[config.mk]
export PLATFORM = sky130hd
export DESIGN_NAME = tx_descriptor_ring_manager_core
export DESIGN_NICKNAME = d
export VERILOG_FILES = /design/src/hw/rtl/txdr_pkg.sv /design/src/hw/rtl/txdr_ram.sv /design/src/hw/rtl/txdr_stats.sv /design/src/hw/rtl/tx_descriptor_ring_manager_core.sv
export VERILOG_INCLUDE_DIRS = /design/src /design/src/hw/rtl
export SDC_FILE = /design/constraint.sdc
export NUM_CORES = 1
export LEC_CHECK = 0
export BUFFER_PORTS_ARGS = -buffer_cell sky130_fd_sc_hd__buf_2
export CORE_ASPECT_RATIO = 1.5
export CORE_MARGIN = 1.5
export CORE_UTILIZATION = 59
export DETAILED_ROUTE_END_ITERATION = 6
export GPL_ROUTABILITY_DRIVEN = 0
export MAX_ROUTING_LAYER = met4
export PLACE_DENSITY = 0.77
export SLEW_MARGIN = 30
export SYNTH_ARGS = -nofsm -noshare
export SYNTH_HDL_FRONTEND = slang
export SYNTH_SLANG_ARGS = --single-unit
[constraint.sdc]
create_clock -name clk -period 4.4 [get_ports clk]
set_input_delay 0.44 -clock clk [delete_from_list [all_inputs] [get_ports clk]]
set_output_delay 0.44 -clock clk [all_outputs]
set_load 0.05 [all_outputs]
[src/hw/rtl/tx_descriptor_ring_manager_core_assert.svh]
// Assertion macros for the transmit descriptor ring
`ifndef TX_DESCRIPTOR_RING_MANAGER_CORE_ASSERT_SVH
`define TX_DESCRIPTOR_RING_MANAGER_CORE_ASSERT_SVH

`ifndef SYNTHESIS
`define TXDR_ASSERT(label, clk, rst, ante, cons) \
  label: assert property (@(posedge clk) disable iff (rst) (ante) |-> (cons)) \
    else $error("same-cycle check failed");
`define TXDR_ASSERT_NEXT(label, clk, rst, ante, cons) \
  label: assert property (@(posedge clk) disable iff (rst) (ante) |=> (cons)) \
    else $error("next-cycle check failed");
`else
`define TXDR_ASSERT(label, clk, rst, ante, cons)
`define TXDR_ASSERT_NEXT(label, clk, rst, ante, cons)
`endif

`endif

[src/hw/rtl/txdr_pkg.sv]
package txdr_pkg;

  localparam int RING_ENTRIES = 16;
  localparam int IDX_W = $clog2(RING_ENTRIES);
  localparam int LIMIT_W = 5;
  localparam int CMP_W = (LIMIT_W > IDX_W) ? LIMIT_W : IDX_W;
  localparam int FRAME_W = 16;
  localparam int LEN_W = 13;
  localparam int ALIGN_W = 2;
  localparam int STATUS_W = 7;
  localparam int LEN_RAM_W = LEN_W + ALIGN_W;
  localparam logic [FRAME_W-1:0] MIN_FRAME = 16'd14;
  localparam logic [LEN_W-1:0] MAX_FRAME_RESET = 13'd4224;

  typedef enum logic [1:0] {
    OP_ENQUEUE  = 2'd0,
    OP_DMA_DONE = 2'd1,
    OP_RECLAIM  = 2'd2,
    OP_QUERY    = 2'd3
  } op_t;

  typedef enum logic [1:0] {
    ERR_NONE       = 2'd0,
    ERR_BAD_LENGTH = 2'd1,
    ERR_RING_FULL  = 2'd2,
    ERR_NOT_OWNED  = 2'd3
  } err_t;

  typedef struct packed {
    logic             pkt_inc;
    logic [LEN_W-1:0] byte_add;
    logic [1:0]       err_add;
  } stats_cmd_t;

  function automatic logic [IDX_W-1:0] ring_inc(input logic [IDX_W-1:0] a);
    logic [IDX_W-1:0] r;
    if (a == IDX_W'(RING_ENTRIES - 1)) begin
      r = '0;
    end else begin
      r = a + 1'b1;
    end
    return r;
  endfunction

  function automatic logic [IDX_W-1:0] ring_sub(input logic [IDX_W-1:0] a,
                                                input logic [IDX_W-1:0] b);
    logic [IDX_W:0] d;
    d = {1'b0, a} - {1'b0, b};
    if (a < b) begin
      d = d + (IDX_W + 1)'(RING_ENTRIES);
    end
    return d[IDX_W-1:0];
  endfunction

endpackage

[src/hw/rtl/txdr_ram.sv]
module txdr_ram #(
  parameter int WIDTH = 8,
  parameter int DEPTH = 16
) (
  input  logic                     clk,
  input  logic                     we,
  input  logic [$clog2(DEPTH)-1:0] waddr,
  input  logic [WIDTH-1:0]         wdata,
  input  logic [$clog2(DEPTH)-1:0] raddr,
  output logic [WIDTH-1:0]         rdata
);

  logic [WIDTH-1:0] mem [DEPTH];

  always_ff @(posedge clk) begin
    if (we) begin
      mem[waddr] <= wdata;
    end
    rdata <= mem[raddr];
  end

endmodule

[src/hw/rtl/txdr_stats.sv]
module txdr_stats (
  input  logic                 clk,
  input  logic                 rst,
  input  txdr_pkg::stats_cmd_t cmd,
  output logic [31:0]          packets,
  output logic [47:0]          bytes,
  output logic [31:0]          errors
);

  always_ff @(posedge clk) begin
    if (rst) begin
      packets <= '0;
      bytes   <= '0;
      errors  <= '0;
    end else begin
      packets <= packets + 32'(cmd.pkt_inc);
      bytes   <= bytes + 48'(cmd.byte_add);
      errors  <= errors + 32'(cmd.err_add);
    end
  end

endmodule

[src/hw/rtl/tx_descriptor_ring_manager_core.sv]
// Channel   Dir  Handshake            Payload
// s_axis    in   tvalid/tready        tuser: opcode; tdata: enqueue, status, limit fields
// m_axis    out  tvalid/tready        tdata: result flags, indexes, counters
// cfg       in   cfg_wr_en            cfg_wr_data: max_frame_length
//
// Enqueue, dma done and query register their result in the output register in the cycle after the item is taken.
// Reclaim walks the ring in S_WALK, one ring memory read per entry, before its result is registered.
// One item at a time; a new item is taken once the previous result has gone.
// Synchronous reset clears pointers, counters and the length limit to 4224.
// Ring memories carry no reset; each slot is written by enqueue before use.
`include "tx_descriptor_ring_manager_core_assert.svh"

module tx_descriptor_ring_manager_core (
  input  logic         clk,
  input  logic         rst,
  input  logic         cfg_wr_en,
  input  logic [12:0]  cfg_wr_data,
  input  logic         s_axis_tvalid,
  output logic         s_axis_tready,
  // [15:0] frame_length, [17:16] align_offset, [21:18] collision_count,
  // [22] excess_collisions, [23] underrun_flag, [24] late_collision_flag,
  // [29:25] reclaim_limit, [31:30] zero
  input  logic [31:0]  s_axis_tdata,
  // [1:0] opcode
  input  logic [1:0]   s_axis_tuser,
  output logic         m_axis_tvalid,
  input  logic         m_axis_tready,
  // [0] accepted, [2:1] error_code, [6:3] entry_index, [10:7] free_space,
  // [15:11] reclaimed_count, [20:16] collisions_added, [21] underrun_seen,
  // [22] late_collision_seen, [23] kick_needed, [55:24] packets_sent,
  // [103:56] bytes_sent, [135:104] error_total
  output logic [135:0] m_axis_tdata
);

  localparam int IDX_W = txdr_pkg::IDX_W;
  localparam int CMP_W = txdr_pkg::CMP_W;

  typedef enum logic {
    S_IDLE,
    S_WALK
  } state_t;

  state_t                           state;
  logic [IDX_W-1:0]                 head;
  logic [IDX_W-1:0]                 tail;
  logic [IDX_W-1:0]                 dma_pos;
  logic [txdr_pkg::LEN_W-1:0]       max_len;
  logic [CMP_W-1:0]                 remaining;
  logic                             rd_valid;
  logic [txdr_pkg::STATUS_W-1:0]    st_acc;
  logic                             res_accepted;
  txdr_pkg::err_t                   res_error;
  logic [IDX_W-1:0]                 res_index;
  logic [CMP_W-1:0]                 res_count;
  logic                             res_kick;
  logic                             res_accepted_next;
  txdr_pkg::err_t                   res_error_next;
  logic [IDX_W-1:0]                 res_index_next;
  logic [CMP_W-1:0]                 res_count_next;
  logic                             res_kick_next;

  logic                             in_fire;
  txdr_pkg::op_t                    in_op;
  logic [txdr_pkg::FRAME_W-1:0]     in_len;
  logic [txdr_pkg::ALIGN_W-1:0]     in_align;
  logic [txdr_pkg::STATUS_W-1:0]    in_status;
  logic [txdr_pkg::LIMIT_W-1:0]     in_limit;
  logic                             bad_len;
  logic                             full;
  logic                             no_owned;
  logic [IDX_W-1:0]                 space;
  logic [CMP_W-1:0]                 space_wide;
  logic [CMP_W-1:0]                 index_wide;
  logic                             kick;
  logic [CMP_W-1:0]                 avail_wide;
  logic [CMP_W-1:0]                 limit_wide;
  logic [CMP_W-1:0]                 walk_n;
  logic                             walk_done;
  logic                             len_we;
  logic                             dma_we;
  logic                             status_we;
  logic [IDX_W-1:0]                 status_waddr;
  logic [txdr_pkg::STATUS_W-1:0]    status_wdata;
  logic [txdr_pkg::LEN_RAM_W-1:0]   len_rdata;
  logic [txdr_pkg::STATUS_W-1:0]    status_rdata;
  txdr_pkg::stats_cmd_t             stats_cmd;
  logic [31:0]                      packets;
  logic [47:0]                      bytes;
  logic [31:0]                      errors;

  assign in_fire   = s_axis_tvalid && s_axis_tready;
  assign in_op     = txdr_pkg::op_t'(s_axis_tuser);
  assign in_len    = s_axis_tdata[15:0];
  assign in_align  = s_axis_tdata[17:16];
  assign in_status = s_axis_tdata[24:18];
  assign in_limit  = s_axis_tdata[29:25];

  assign s_axis_tready = (state == S_IDLE) && !m_axis_tvalid;

  always_comb begin
    bad_len    = (in_len < txdr_pkg::MIN_FRAME) ||
                 (in_len > txdr_pkg::FRAME_W'(max_len));
    full       = (txdr_pkg::ring_inc(head) == tail);
    no_owned   = (dma_pos == head);
    space      = txdr_pkg::ring_sub(tail, head);
    space      = (space == '0) ? IDX_W'(txdr_pkg::RING_ENTRIES - 1) : space - 1'b1;
    space_wide = CMP_W'(space);
    index_wide = CMP_W'(res_index);
    kick       = (space == '0) && (tail != dma_pos);
    avail_wide = CMP_W'(txdr_pkg::ring_sub(dma_pos, tail));
    limit_wide = CMP_W'(in_limit);
    walk_n     = (limit_wide < avail_wide) ? limit_wide : avail_wide;
    walk_done  = (state == S_WALK) && (remaining == '0) && !rd_valid;
  end

  always_comb begin
    res_accepted_next = 1'b1;
    res_error_next    = txdr_pkg::ERR_NONE;
    res_index_next    = '0;
    res_count_next    = '0;
    res_kick_next     = 1'b0;
    unique case (in_op)
      txdr_pkg::OP_ENQUEUE: begin
        if (bad_len) begin
          res_accepted_next = 1'b0;
          res_error_next    = txdr_pkg::ERR_BAD_LENGTH;
        end else if (full) begin
          res_accepted_next = 1'b0;
          res_error_next    = txdr_pkg::ERR_RING_FULL;
        end else begin
          res_index_next = head;
        end
      end
      txdr_pkg::OP_DMA_DONE: begin
        if (no_owned) begin
          res_accepted_next = 1'b0;
          res_error_next    = txdr_pkg::ERR_NOT_OWNED;
        end else begin
          res_index_next = dma_pos;
        end
      end
      txdr_pkg::OP_RECLAIM: begin
        res_count_next = walk_n;
      end
      txdr_pkg::OP_QUERY: begin
        res_kick_next = kick;
      end
    endcase
  end

  always_comb begin
    len_we       = in_fire && (in_op == txdr_pkg::OP_ENQUEUE) && !bad_len && !full;
    dma_we       = in_fire && (in_op == txdr_pkg::OP_DMA_DONE) && !no_owned;
    status_we    = len_we || dma_we;
    status_waddr = dma_we ? dma_pos : head;
    status_wdata = dma_we ? in_status : '0;
  end

  always_comb begin
    stats_cmd.pkt_inc  = rd_valid;
    stats_cmd.byte_add = rd_valid ? len_rdata[txdr_pkg::LEN_W-1:0] : '0;
    stats_cmd.err_add  = '0;
    if (in_fire && (in_op == txdr_pkg::OP_ENQUEUE) && (bad_len || full)) begin
      stats_cmd.err_add = 2'd1;
    end else if (walk_done) begin
      stats_cmd.err_add = {1'b0, st_acc[5]} + {1'b0, st_acc[6]};
    end
  end

  txdr_ram #(
    .WIDTH (txdr_pkg::LEN_RAM_W),
    .DEPTH (txdr_pkg::RING_ENTRIES)
  ) u_len_ram (
    .clk   (clk),
    .we    (len_we),
    .waddr (head),
    .wdata ({in_align, in_len[txdr_pkg::LEN_W-1:0]}),
    .raddr (tail),
    .rdata (len_rdata)
  );

  txdr_ram #(
    .WIDTH (txdr_pkg::STATUS_W),
    .DEPTH (txdr_pkg::RING_ENTRIES)
  ) u_status_ram (
    .clk   (clk),
    .we    (status_we),
    .waddr (status_waddr),
    .wdata (status_wdata),
    .raddr (tail),
    .rdata (status_rdata)
  );

  txdr_stats u_stats (
    .clk     (clk),
    .rst     (rst),
    .cmd     (stats_cmd),
    .packets (packets),
    .bytes   (bytes),
    .errors  (errors)
  );

  always_ff @(posedge clk) begin
    if (rst) begin
      state         <= S_IDLE;
      head          <= '0;
      tail          <= '0;
      dma_pos       <= '0;
      max_len       <= txdr_pkg::MAX_FRAME_RESET;
      remaining     <= '0;
      rd_valid      <= 1'b0;
      m_axis_tvalid <= 1'b0;
    end else begin
      if (cfg_wr_en) begin
        max_len <= cfg_wr_data;
      end
      if (m_axis_tvalid && m_axis_tready) begin
        m_axis_tvalid <= 1'b0;
      end
      unique case (state)
        S_IDLE: begin
          if (in_fire) begin
            res_accepted <= res_accepted_next;
            res_error    <= res_error_next;
            res_index    <= res_index_next;
            res_count    <= res_count_next;
            res_kick     <= res_kick_next;
            st_acc       <= '0;
            unique case (in_op)
              txdr_pkg::OP_ENQUEUE: begin
                m_axis_tvalid <= 1'b1;
                if (!bad_len && !full) begin
                  head <= txdr_pkg::ring_inc(head);
                end
              end
              txdr_pkg::OP_DMA_DONE: begin
                m_axis_tvalid <= 1'b1;
                if (!no_owned) begin
                  dma_pos <= txdr_pkg::ring_inc(dma_pos);
                end
              end
              txdr_pkg::OP_RECLAIM: begin
                remaining <= walk_n;
                state     <= S_WALK;
              end
              txdr_pkg::OP_QUERY: begin
                m_axis_tvalid <= 1'b1;
              end
            endcase
          end
        end
        S_WALK: begin
          rd_valid <= (remaining != '0);
          if (remaining != '0) begin
            tail      <= txdr_pkg::ring_inc(tail);
            remaining <= remaining - 1'b1;
          end
          if (rd_valid) begin
            st_acc <= st_acc | status_rdata;
          end
          if (walk_done) begin
            m_axis_tvalid <= 1'b1;
            state         <= S_IDLE;
          end
        end
      endcase
    end
  end

  assign m_axis_tdata = {errors, bytes, packets, res_kick, st_acc[6], st_acc[5],
                         st_acc[4:0], res_count[4:0], space_wide[3:0],
                         index_wide[3:0], res_error, res_accepted};

  `TXDR_ASSERT(a_walk_before_dma, clk, rst, (state == S_WALK) && (remaining != '0), tail != dma_pos)
  `TXDR_ASSERT(a_dma_in_ring, clk, rst, 1'b1, txdr_pkg::ring_sub(dma_pos, tail) <= txdr_pkg::ring_sub(head, tail))
  `TXDR_ASSERT_NEXT(a_walk_result, clk, rst, walk_done, m_axis_tvalid && (state == S_IDLE))
  `TXDR_ASSERT_NEXT(a_reclaim_walks, clk, rst, in_fire && (in_op == txdr_pkg::OP_RECLAIM), (state == S_WALK) && !m_axis_tvalid)

endmodule
# Word level (Yosys, flattened, before mapping)

Memory sizes are Yosys's and may differ from the RTL's. A register that Yosys moved wholly into a read port is not among the register bits.
Cells that the tools add are included.

Logic and storage cells: 131
Memories: 2
Memory bits (read-only): 0
Input port bits: 52
Register bits after elaboration: 165
Output and inout bits: 138
Latch bits: 0
Memory bits (writable): 352

Mux-type cells: 44
Add/sub/neg operators: 13
$mul: 0
$lt $le $gt $ge: 5
Bitwise gates (word level): 4
Reductions and logical operators: 33
Shift-type cells: 0
Equality and inequality tests: 13
Div/mod/pow operators: 0

Memories:

| name             | words | width | read ports | clocked after memory_dff | wr ports | line           | RTL |
|---|---|---|---|---|---|---|---|
| u_len_ram.mem    | 16    | 15    | 1          | 1                        | 1        | txdr_ram.sv:13 | `logic [WIDTH-1:0] mem [DEPTH];` |
| u_status_ram.mem | 16    | 7     | 1          | 1                        | 1        | txdr_ram.sv:13 |  |

Operator list:

| kind                | count |
|---|---|
| $add 48x13->48      | 1 |
| $mux 4              | 10 |
| $add 32x1->32       | 1 |
| $add 32x2->32       | 1 |
| $mux 7              | 3 |
| $add 4x1->4 const B | 5 |
| $mux 5              | 4 |
| $gt 16x13->1        | 1 |
| $lt 16x4->1 const B | 1 |
| $mux 1              | 14 |
| $pmux 7 s2          | 1 |
| $logic_and 1x1->1   | 13 |
| $mux 13             | 1 |
| $eq 4x4->1 const B  | 3 |
| $mux 2              | 5 |
| $pmux 5 s2          | 1 |
| $reduce_and 3->1    | 3 |
| $eq 4x4->1          | 2 |
| $logic_not 4->1     | 2 |
| $lt 4x4->1          | 2 |
| $pmux 4 s2          | 1 |
| $reduce_and 4->1    | 2 |
| $sub 4x4->4         | 2 |
| $or 7x7->7          | 1 |
| 19 further kinds    | 32 |

# Depth between registers and ports, before layout

Gate-level depths: netlist of run 1.

Depth after elaboration: 9
Gate-level depth with buffers: 17
Mapped depth without buffers: 17

# Modules after synthesis

Synthesis of run 1 repeated with hierarchy kept, for this count alone.

Cells, all modules: 1658
Area total of the unflattened synthesis: 23058.4 sq um

By module, submodules not included:

| module                          | cells an instance | sequential area each (sq um) | instances | area each (sq um) |
|---|---|---|---|---|
| txdr_ram (u_len_ram)            | 406               | 7507.2                       | 1         | 9446.6 |
| txdr_stats                      | 670               | 2242.2                       | 1         | 5627.9 |
| txdr_ram (u_status_ram)         | 203               | 3503.4                       | 1         | 4530.6 |
| tx_descriptor_ring_manager_core | 379               | 1261.2                       | 1         | 3453.3 |

# Worst setup path before layout of run 1

OpenSTA, ideal clock, no wires.

Path type: reg-to-reg
From: register head[0]
To: register u_stats.errors[28]
Stages on the path, launching flop included: 17
Buffers on the path: 1
Required time: 4.272 ns
Setup time: 0.128 ns
Data arrival time: 3.569 ns
Clock period less this slack: 3.697 ns
Path slack: 0.703 ns
Cells stage by stage: dfxtp_1 clkbuf_1 inv_1 ha_1 xnor2_1 nand4_1 nand3_1 a22o_1 ha_1 inv_1 fa_1 nor3_1 nand2_1 nor3_1 nand3_1 xor2_1 nor2_1

Cells in the longest elaborated chain, start to end: 7
Elaborated cells on any way between the ends: 8
Those cells by class: add/sub (2); eq/ne (2); mux (2); reduce/logical (2)

Ends and longest elaborated chain:

| item                                             | line                                   | RTL |
|---|---|---|
| start, declared                                  | tx_descriptor_ring_manager_core.sv:44  | `logic [IDX_W-1:0] head;` |
| start signal, assigned                           | tx_descriptor_ring_manager_core.sv:233 | `head <= txdr_pkg::ring_inc(head);` |
| $add 4x1->4 / $eq 4x4->1 (equally long branches) | txdr_pkg.sv:40, txdr_pkg.sv:37         |  |
| $mux 4 (*)                                       | txdr_pkg.sv:37                         | `if (a == IDX_W'(RING_ENTRIES - 1)) begin` |
| $eq 4x4->1 (*)                                   | tx_descriptor_ring_manager_core.sv:103 | `full = (txdr_pkg::ring_inc(head) == tail);` |
| $logic_or 1x1->1 (*)                             | tx_descriptor_ring_manager_core.sv:163 | `if (in_fire && (in_op == txdr_pkg::OP_ENQUEUE) && (bad_len \|\| full)) begin` |
| $logic_and 1x1->1 (*)                            | tx_descriptor_ring_manager_core.sv:163 |  |
| $mux 2 (*)                                       | tx_descriptor_ring_manager_core.sv:163 |  |
| $add 32x2->32 (*)                                | txdr_stats.sv:18                       | `errors <= errors + 32'(cmd.err_add);` |
| end signal, assigned                             | txdr_stats.sv:18                       |  |
| end, declared                                    | txdr_stats.sv:7                        | `output logic [31:0] errors` |

Every way passes the cells marked *; elsewhere a longest branch is shown, timed or not.
A chain may end at the register's enable or synchronous reset.

# Worst setup path in the final report of run 1

From: register max_len[11] (netlist bit)
To: register u_stats.errors[28]

Cells in the longest elaborated chain, start to end: 6

Ends and longest elaborated chain:

| item                   | line                                   | RTL |
|---|---|---|
| start, declared        | tx_descriptor_ring_manager_core.sv:47  | `logic [txdr_pkg::LEN_W-1:0] max_len;` |
| start signal, assigned | tx_descriptor_ring_manager_core.sv:209 | `max_len <= txdr_pkg::MAX_FRAME_RESET;` |
| start signal, assigned | tx_descriptor_ring_manager_core.sv:215 | `max_len <= cfg_wr_data;` |
| $gt 16x13->1           | tx_descriptor_ring_manager_core.sv:102 | `(in_len > txdr_pkg::FRAME_W'(max_len));` |
| $logic_or 1x1->1       | tx_descriptor_ring_manager_core.sv:101 | `bad_len = (in_len < txdr_pkg::MIN_FRAME) \|\|` |
| $logic_or 1x1->1       | tx_descriptor_ring_manager_core.sv:163 |  |
| $logic_and 1x1->1      | tx_descriptor_ring_manager_core.sv:163 |  |
| $mux 2                 | tx_descriptor_ring_manager_core.sv:163 |  |
| $add 32x2->32          | txdr_stats.sv:18                       |  |

No other way between the ends.

==> results.py, run 1 <==
metrics = {
    "timing": {
        "finalCritPeriodShare_pct": 89.9,
        "fin_skew_ns": 0.0180,
        "finalHoldViolCount": 0,
        "layout_min_cycle_time_ns": 3.96,
        "tightest_slew_ns": 0.905,
        "rsz0062_at_grt": "false",
        "layout_setup_ws_ns": 0.443,
        "relSlewSlack_pct": 39.7,
        "fmax_ghz": 0.253,
        "setup_viol": 0,
        "maxSlewViolCount": 0,
        "tns_ns": 0,
    },
    "synth": {
        "syn_avg_cell_area_um2": 14.0,
        "synth-async-reset-ratio_pct": 0,
        "ys_seq_area_share_pct": 63.3,
        "ys_warn_count": 0,
        "synth_enable_flop_cells": 340,
        "yosys.cell_types.count": 64,
        "synth_area_um2": 21300,
        "syn_nets": 1633,
        "synth_flop_cell": "edfxtp_1",
        "postSynthCellCount": 1527,
        "ys_seq_elements": 505,
    },
    "floorplan": {
        "die_w_um": 158,
        "coreArea_um2": 35700,
        "initial_core_util_pct": 59.7,
        "die_area_um2": 37300,
        "row_count": 85,
        "die_h_um": 236,
        "io_pins": 190,
    },
    "global_route": {
        "grt_use_met2_pct": 45.4,
        "grt_pass1_wl_mm": 72.9,
        "grt_busiest_layer": "met2",
        "grt_remaining_overflow": 0,
        "grt_use_total_pct": 26.5,
        "use_met3_pct": 3.95,
        "antenna_found_initial": 1,
        "met1_usage_pct": 31.7,
        "grt_pass1_vias": 13400,
        "grt_max_degree": 75,
    },
    "critical_path": {
        "reg2reg_setup_slack_ns": 0.44,
        "worstSetupStartpointType": "register",
        "worstSetupPathType": "register to register",
        "r2r_end": "u_stats.errors[28]$_SDFF_PP0_",
        "crit_arrival_ns": 4.37,
        "crit_fanout": 5,
        "reg2reg_depth": 17,
        "regToRegStartpoint": "max_len[11]$_SDFFE_PP0P_",
        "required_ns": 4.82,
        "worstSetupEndpointType": "register",
    },
    "clock_network": {
        "clkSinkCount": 505,
        "cts_resized": 0,
        "clock_path_buffers": 3,
        "cts_buffers": 45,
        "path_clk_slew_ns": 0.06,
        "clock_latency_ns": 0.57,
        "cts_setup_buffers": 0,
        "hold_buffers": 0,
        "cts.htree.levels": 2,
        "root_buffer": "clkbuf_16",
        "cts_tree": "yes",
    },
    "run_status": {
        "status": "completed",
    },
    "layout": {
        "fin_util_pct": 68.2,
        "final_cell_mix": "edfxtp_1 (340), buf_2 (184), nor2_1 (179), dfxtp_1 (163), mux4_2 (100)",
        "final_layout_size_suffix_gt1_share_pct": 23.7,
        "syn_to_final_growth_pct": 14.3,
        "fin_area_um2": 24400,
        "final_common_cell": "edfxtp_1",
        "nets": 1836,
    },
    "power": {
        "powerDensity_nw_per_um2": 378,
        "fin_total_pwr_mw": 9.22,
        "total_leakage_power_nw": 8.55,
        "vdd_drop_max_v": 0.000315,
    },
    "placement": {
        "io_buffers": 185,
        "placed_area_um2": 22900,
        "dp_worst_setup_slack_ns": 0.0966,
        "dp_hpwl_mm": 30.6,
    },
    "route": {
        "via_per_inst": 5.97,
        "drc": 0,
        "dr_total_vias": 13400,
        "drt_iter0_drc": 1128,
        "totalWireLength_mm": 47.7,
        "firstDrtPassIters": 7,
        "drtAntennaViolNets": 0,
        "detail_route.wl_per_cell_um": 21.2,
    },
    "hold_path": {
        "min_path_type": "input port to register",
        "hold_depth": 3,
        "min-delay-start": "cfg_wr_data[7]",
        "hold_path_end": "max_len[7]$_SDFFE_PP1P_",
    },
    "job": {
        "maxCapViolations": 0,
    },
}
==> metrics by stage <==
stage	cells	hold slack [ns]
floorplan	1527	0.441
global placement	2161	0.455
detailed placement	2161	0.473
CTS	2244	0.0727
global route	2245	0.0995
finish	2245	0.0890
==> kinds of logic after synthesis <==
logic type	count (synthesis)	synth area share, %
simple gates	458	10.4
fa+ha+maj	54	3.31
mux	121	11.6
xor+xnor	102	4.19
flops	505	63.3
buf+inv	126	2.39
compound gates	160	4.74
other cells	1	0.0176
==> area by class of cell <==
type | instances | area [um^2]
multi-input cells | 896 | 7350
well taps | 478 | 598
repair buffers | 230 | 1270
diodes | 1 | 2.50
clock buffers | 58 | 1180
fillers | 2473 | 11400
flip-flops and latches | 505 | 13500
inverters | 52 | 195
clock inverters | 25 | 263
==> synth_stat cells (21+ instances only) <==
cell / count / area [um^2]
and3_1: 23 / 144
dfxtp_1: 165 / 3300
nor2_1: 180 / 676
nor3_1: 28 / 140
inv_1: 52 / 195
xor2_1: 56 / 490
nand3_1: 40 / 200
nand4_1: 27 / 169
nand2_1: 68 / 255
xnor2_1: 46 / 403
clkbuf_1: 51 / 191
edfxtp_1: 340 / 10200
mux4_2: 100 / 2250
or3_1: 21 / 131
ha_1: 50 / 626
o21ai_0: 27 / 135
a21oi_1: 65 / 325
==> how the worst max path moves through the flow <==
stage                                   from                             to  slack, ns  cells past startpoint
floorplan               head[0]$_SDFFE_PP0P_  u_stats.errors[28]$_SDFF_PP0_       0.70                     16
global placement            s_axis_tdata[12]  u_stats.errors[28]$_SDFF_PP0_       0.20                     17
detailed placement          s_axis_tdata[12]  u_stats.errors[28]$_SDFF_PP0_        0.1                     17
CTS                 max_len[11]$_SDFFE_PP0P_  u_stats.errors[28]$_SDFF_PP0_       0.41                     17
global route        max_len[11]$_SDFFE_PP0P_  u_stats.errors[28]$_SDFF_PP0_       0.08                     17
finish              max_len[11]$_SDFFE_PP0P_  u_stats.errors[28]$_SDFF_PP0_       0.44                     17
==> state kept, by name (all words and copies together) (netlist names), 5 cells and up <==
register,flops
u_len_ram.mem,208
u_status_ram.mem,112
u_stats.bytes,48
u_stats.errors,32
u_stats.packets,32
max_len,13
u_len_ram.rdata,13
st_acc,7
u_status_ram.rdata,7
remaining,5
res_count,5
==> power breakdown <==
group	internal, mW	switching (mW)
combinational	0.0729	0.177
clock	2.21	1.69
sequential	5.06	0.0112
==> layer usage <==
metal  share of wire, %  vias to the layer above
met5                  0                        -
met4                3.1                        0
met3                6.3                      102
met2                 52                      539
met1                 38                     6655
li1                   -                     6115
==> worst max-delay path, cell delays in order (launching register included) <==
cell and delay [ns]:
dfxtp_1 0.33, inv_1 0.04, ha_1 0.28, nand3_1 0.10
or3_1 0.37, nor2_1 0.10, o21ai_0 0.29, nand3_1 0.31
a22o_1 0.17, ha_1 0.15, inv_1 0.05, fa_1 0.46
nor3_1 0.28, nand2_1 0.14, nor3_1 0.37, nand3_1 0.15
xor2_1 0.14, nor2_1 0.05
No activity file was read; power rests on OpenSTA's default activity.
==> run 2, diff against run 1 <==
Clock period 4.4 ns to 4.1 ns, I/O delays scaled along.
==> results.py, run 2 (synthesized netlist as in run 1, its figures left out) <==
metrics = {
    "clock_network": {
        "cts_tree": "yes",
        "clock_path_buffers": 3,
        "hold_buffers": 0,
        "cts_buffers": 45,
        "clock_latency_ns": 0.57,
        "root_buffer": "clkbuf_16",
        "cts.htree.levels": 2,
        "path_clk_slew_ns": 0.06,
        "clkSinkCount": 505,
    },
    "layout": {
        "final_layout_size_suffix_gt1_share_pct": 24.9,
        "nets": 1854,
        "final_cell_mix": "edfxtp_1 (340), buf_2 (184), nor2_1 (179), dfxtp_1 (162), mux4_2 (100)",
        "fin_area_um2": 24500,
        "top_regs": "u_len_ram.mem (208), u_status_ram.mem (112), u_stats.bytes (48)",
        "final_common_cell": "edfxtp_1",
        "max_flop_register": "u_len_ram.mem",
        "multi_input_area_um2": 7350,
        "final-seq-area_um2": 13500,
        "syn_to_final_growth_pct": 14.8,
        "largest_reg_flops": 208,
        "n_fill_cell": 2439,
    },
    "global_route": {
        "grt_pass1_vias": 13200,
        "grt_remaining_overflow": 0,
        "grt_use_total_pct": 26.8,
        "grt_pass1_wl_mm": 73.4,
        "antenna_found_initial": 1,
        "grt_max_degree": 84,
    },
    "hold_path": {
        "min_path_type": "input port to register",
    },
    "power": {
        "fin_total_pwr_mw": 9.79,
        "total_leakage_power_nw": 8.63,
        "powerDensity_nw_per_um2": 400,
        "vdd_drop_max_v": 0.000342,
    },
    "route": {
        "dr_total_vias": 13400,
        "drtAntennaViolNets": 0,
        "totalWireLength_mm": 47.7,
        "drt_iter0_drc": 1229,
        "firstDrtPassIters": 7,
        "drc": 0,
        "detail_route.wl_per_cell_um": 21.1,
        "via_per_inst": 5.92,
    },
    "floorplan": {
        "die_w_um": 158,
        "die_h_um": 236,
        "row_count": 85,
        "initial_core_util_pct": 59.7,
        "io_pins": 190,
        "die_area_um2": 37300,
        "coreArea_um2": 35700,
    },
    "timing": {
        "relSlewSlack_pct": 40.2,
        "fin_skew_ns": 0.0206,
        "maxSlewViolCount": 0,
        "final.hold.worst_slack_ns": 0.0619,
        "fmax_ghz": 0.256,
        "layout_setup_ws_ns": 0.200,
        "tightest_slew_ns": 0.897,
        "finalCritPeriodShare_pct": 95.1,
        "tns_ns": 0,
        "finalHoldViolCount": 0,
        "rsz0062_at_grt": "false",
        "setup_viol": 0,
        "layout_min_cycle_time_ns": 3.90,
    },
    "critical_path": {
        "worstSetupEndpointType": "register",
        "worstSetupStartpointType": "register",
        "required_ns": 4.51,
        "worstSetupPathType": "register to register",
        "crit_arrival_ns": 4.31,
        "crit_fanout": 4,
    },
    "placement": {
        "dp_hpwl_mm": 31.1,
        "placed_area_um2": 23100,
        "dp_worst_setup_slack_ns": -0.0337,
        "io_buffers": 185,
    },
    "run_status": {
        "status": "completed",
    },
    "job": {
        "maxCapViolations": 0,
    },
}
==> run 2: cell count changes in the layout (fill, tap and decap cells not counted), sizes merged <==
cell / delta
buf: +18
clkinvlp: +2
clkinv: -2
clkbuf: +4
bufinv: -3
==> run 2: routing by layer <==
layer  GRT usage (%)  share of wire, %
met3            3.64               5.6
met4            8.75               2.9
met1            32.5                38
met2            46.3                53
met5               -                 0
==> run 2: timing repair <==
item,CTS,global route
endpoints found under the setup margin,0,4
resized for setup,0,2
buffers inserted,0,0
==> run 2: stage by stage <==
stage	utilization, %	instances
6_report	68.5	2264
5_1_grt	68.5	2264
4_1_cts	68.5	2263
3_5_place_dp	64.5	2179
3_3_place_gp	64.5	2179
2_1_floorplan	-	1527
==> run 2: cell type report <==
class	count	area share, %
Antenna cell	1	0.0102
Clock buffer	62	5.02
Sequential cell	505	55.2
Timing Repair Buffer	248	5.74
Clock inverter	22	0.772
Inverter	52	0.797
Tap cell	478	2.44
Multi-Input combinational cell	896	30.0
==> run 2: worst paths after layout <==
path | cells after the start | slack (ns) | to | from
max reg2reg | 15 | 0.20 | u_stats.errors[28]$_SDFF_PP0_ | remaining[0]$_SDFFE_PP0P_
min | 3 | 0.06 | max_len[7]$_SDFFE_PP1P_ | cfg_wr_data[7]
max | 15 | 0.20 | u_stats.errors[28]$_SDFF_PP0_ | remaining[0]$_SDFFE_PP0P_
min reg2reg | 2 | 0.46 | remaining[1]$_SDFFE_PP0P_ | remaining[1]$_SDFFE_PP0P_
==> run 2: report_power, final <==
group	switching [mW]	total, mW	internal (mW)
logic	0.192	0.276	0.0840
clock network	1.82	4.07	2.25
registers	0.0125	5.44	5.43
total	2.03	9.79	7.76
==> run 2: worst max-delay path: stages, from the launching register on <==
cell and delay [ns]:
dfxtp_1 0.33, inv_1 0.06, ha_1 0.17, or3b_2 0.50, nor4_1 0.51, buf_4 0.23
a22o_1 0.14, ha_1 0.17, inv_1 0.06, fa_1 0.38, nor3_1 0.29, nand2_1 0.15
nor3_1 0.37, nand3_1 0.16, xor2_1 0.16, nor2_1 0.05
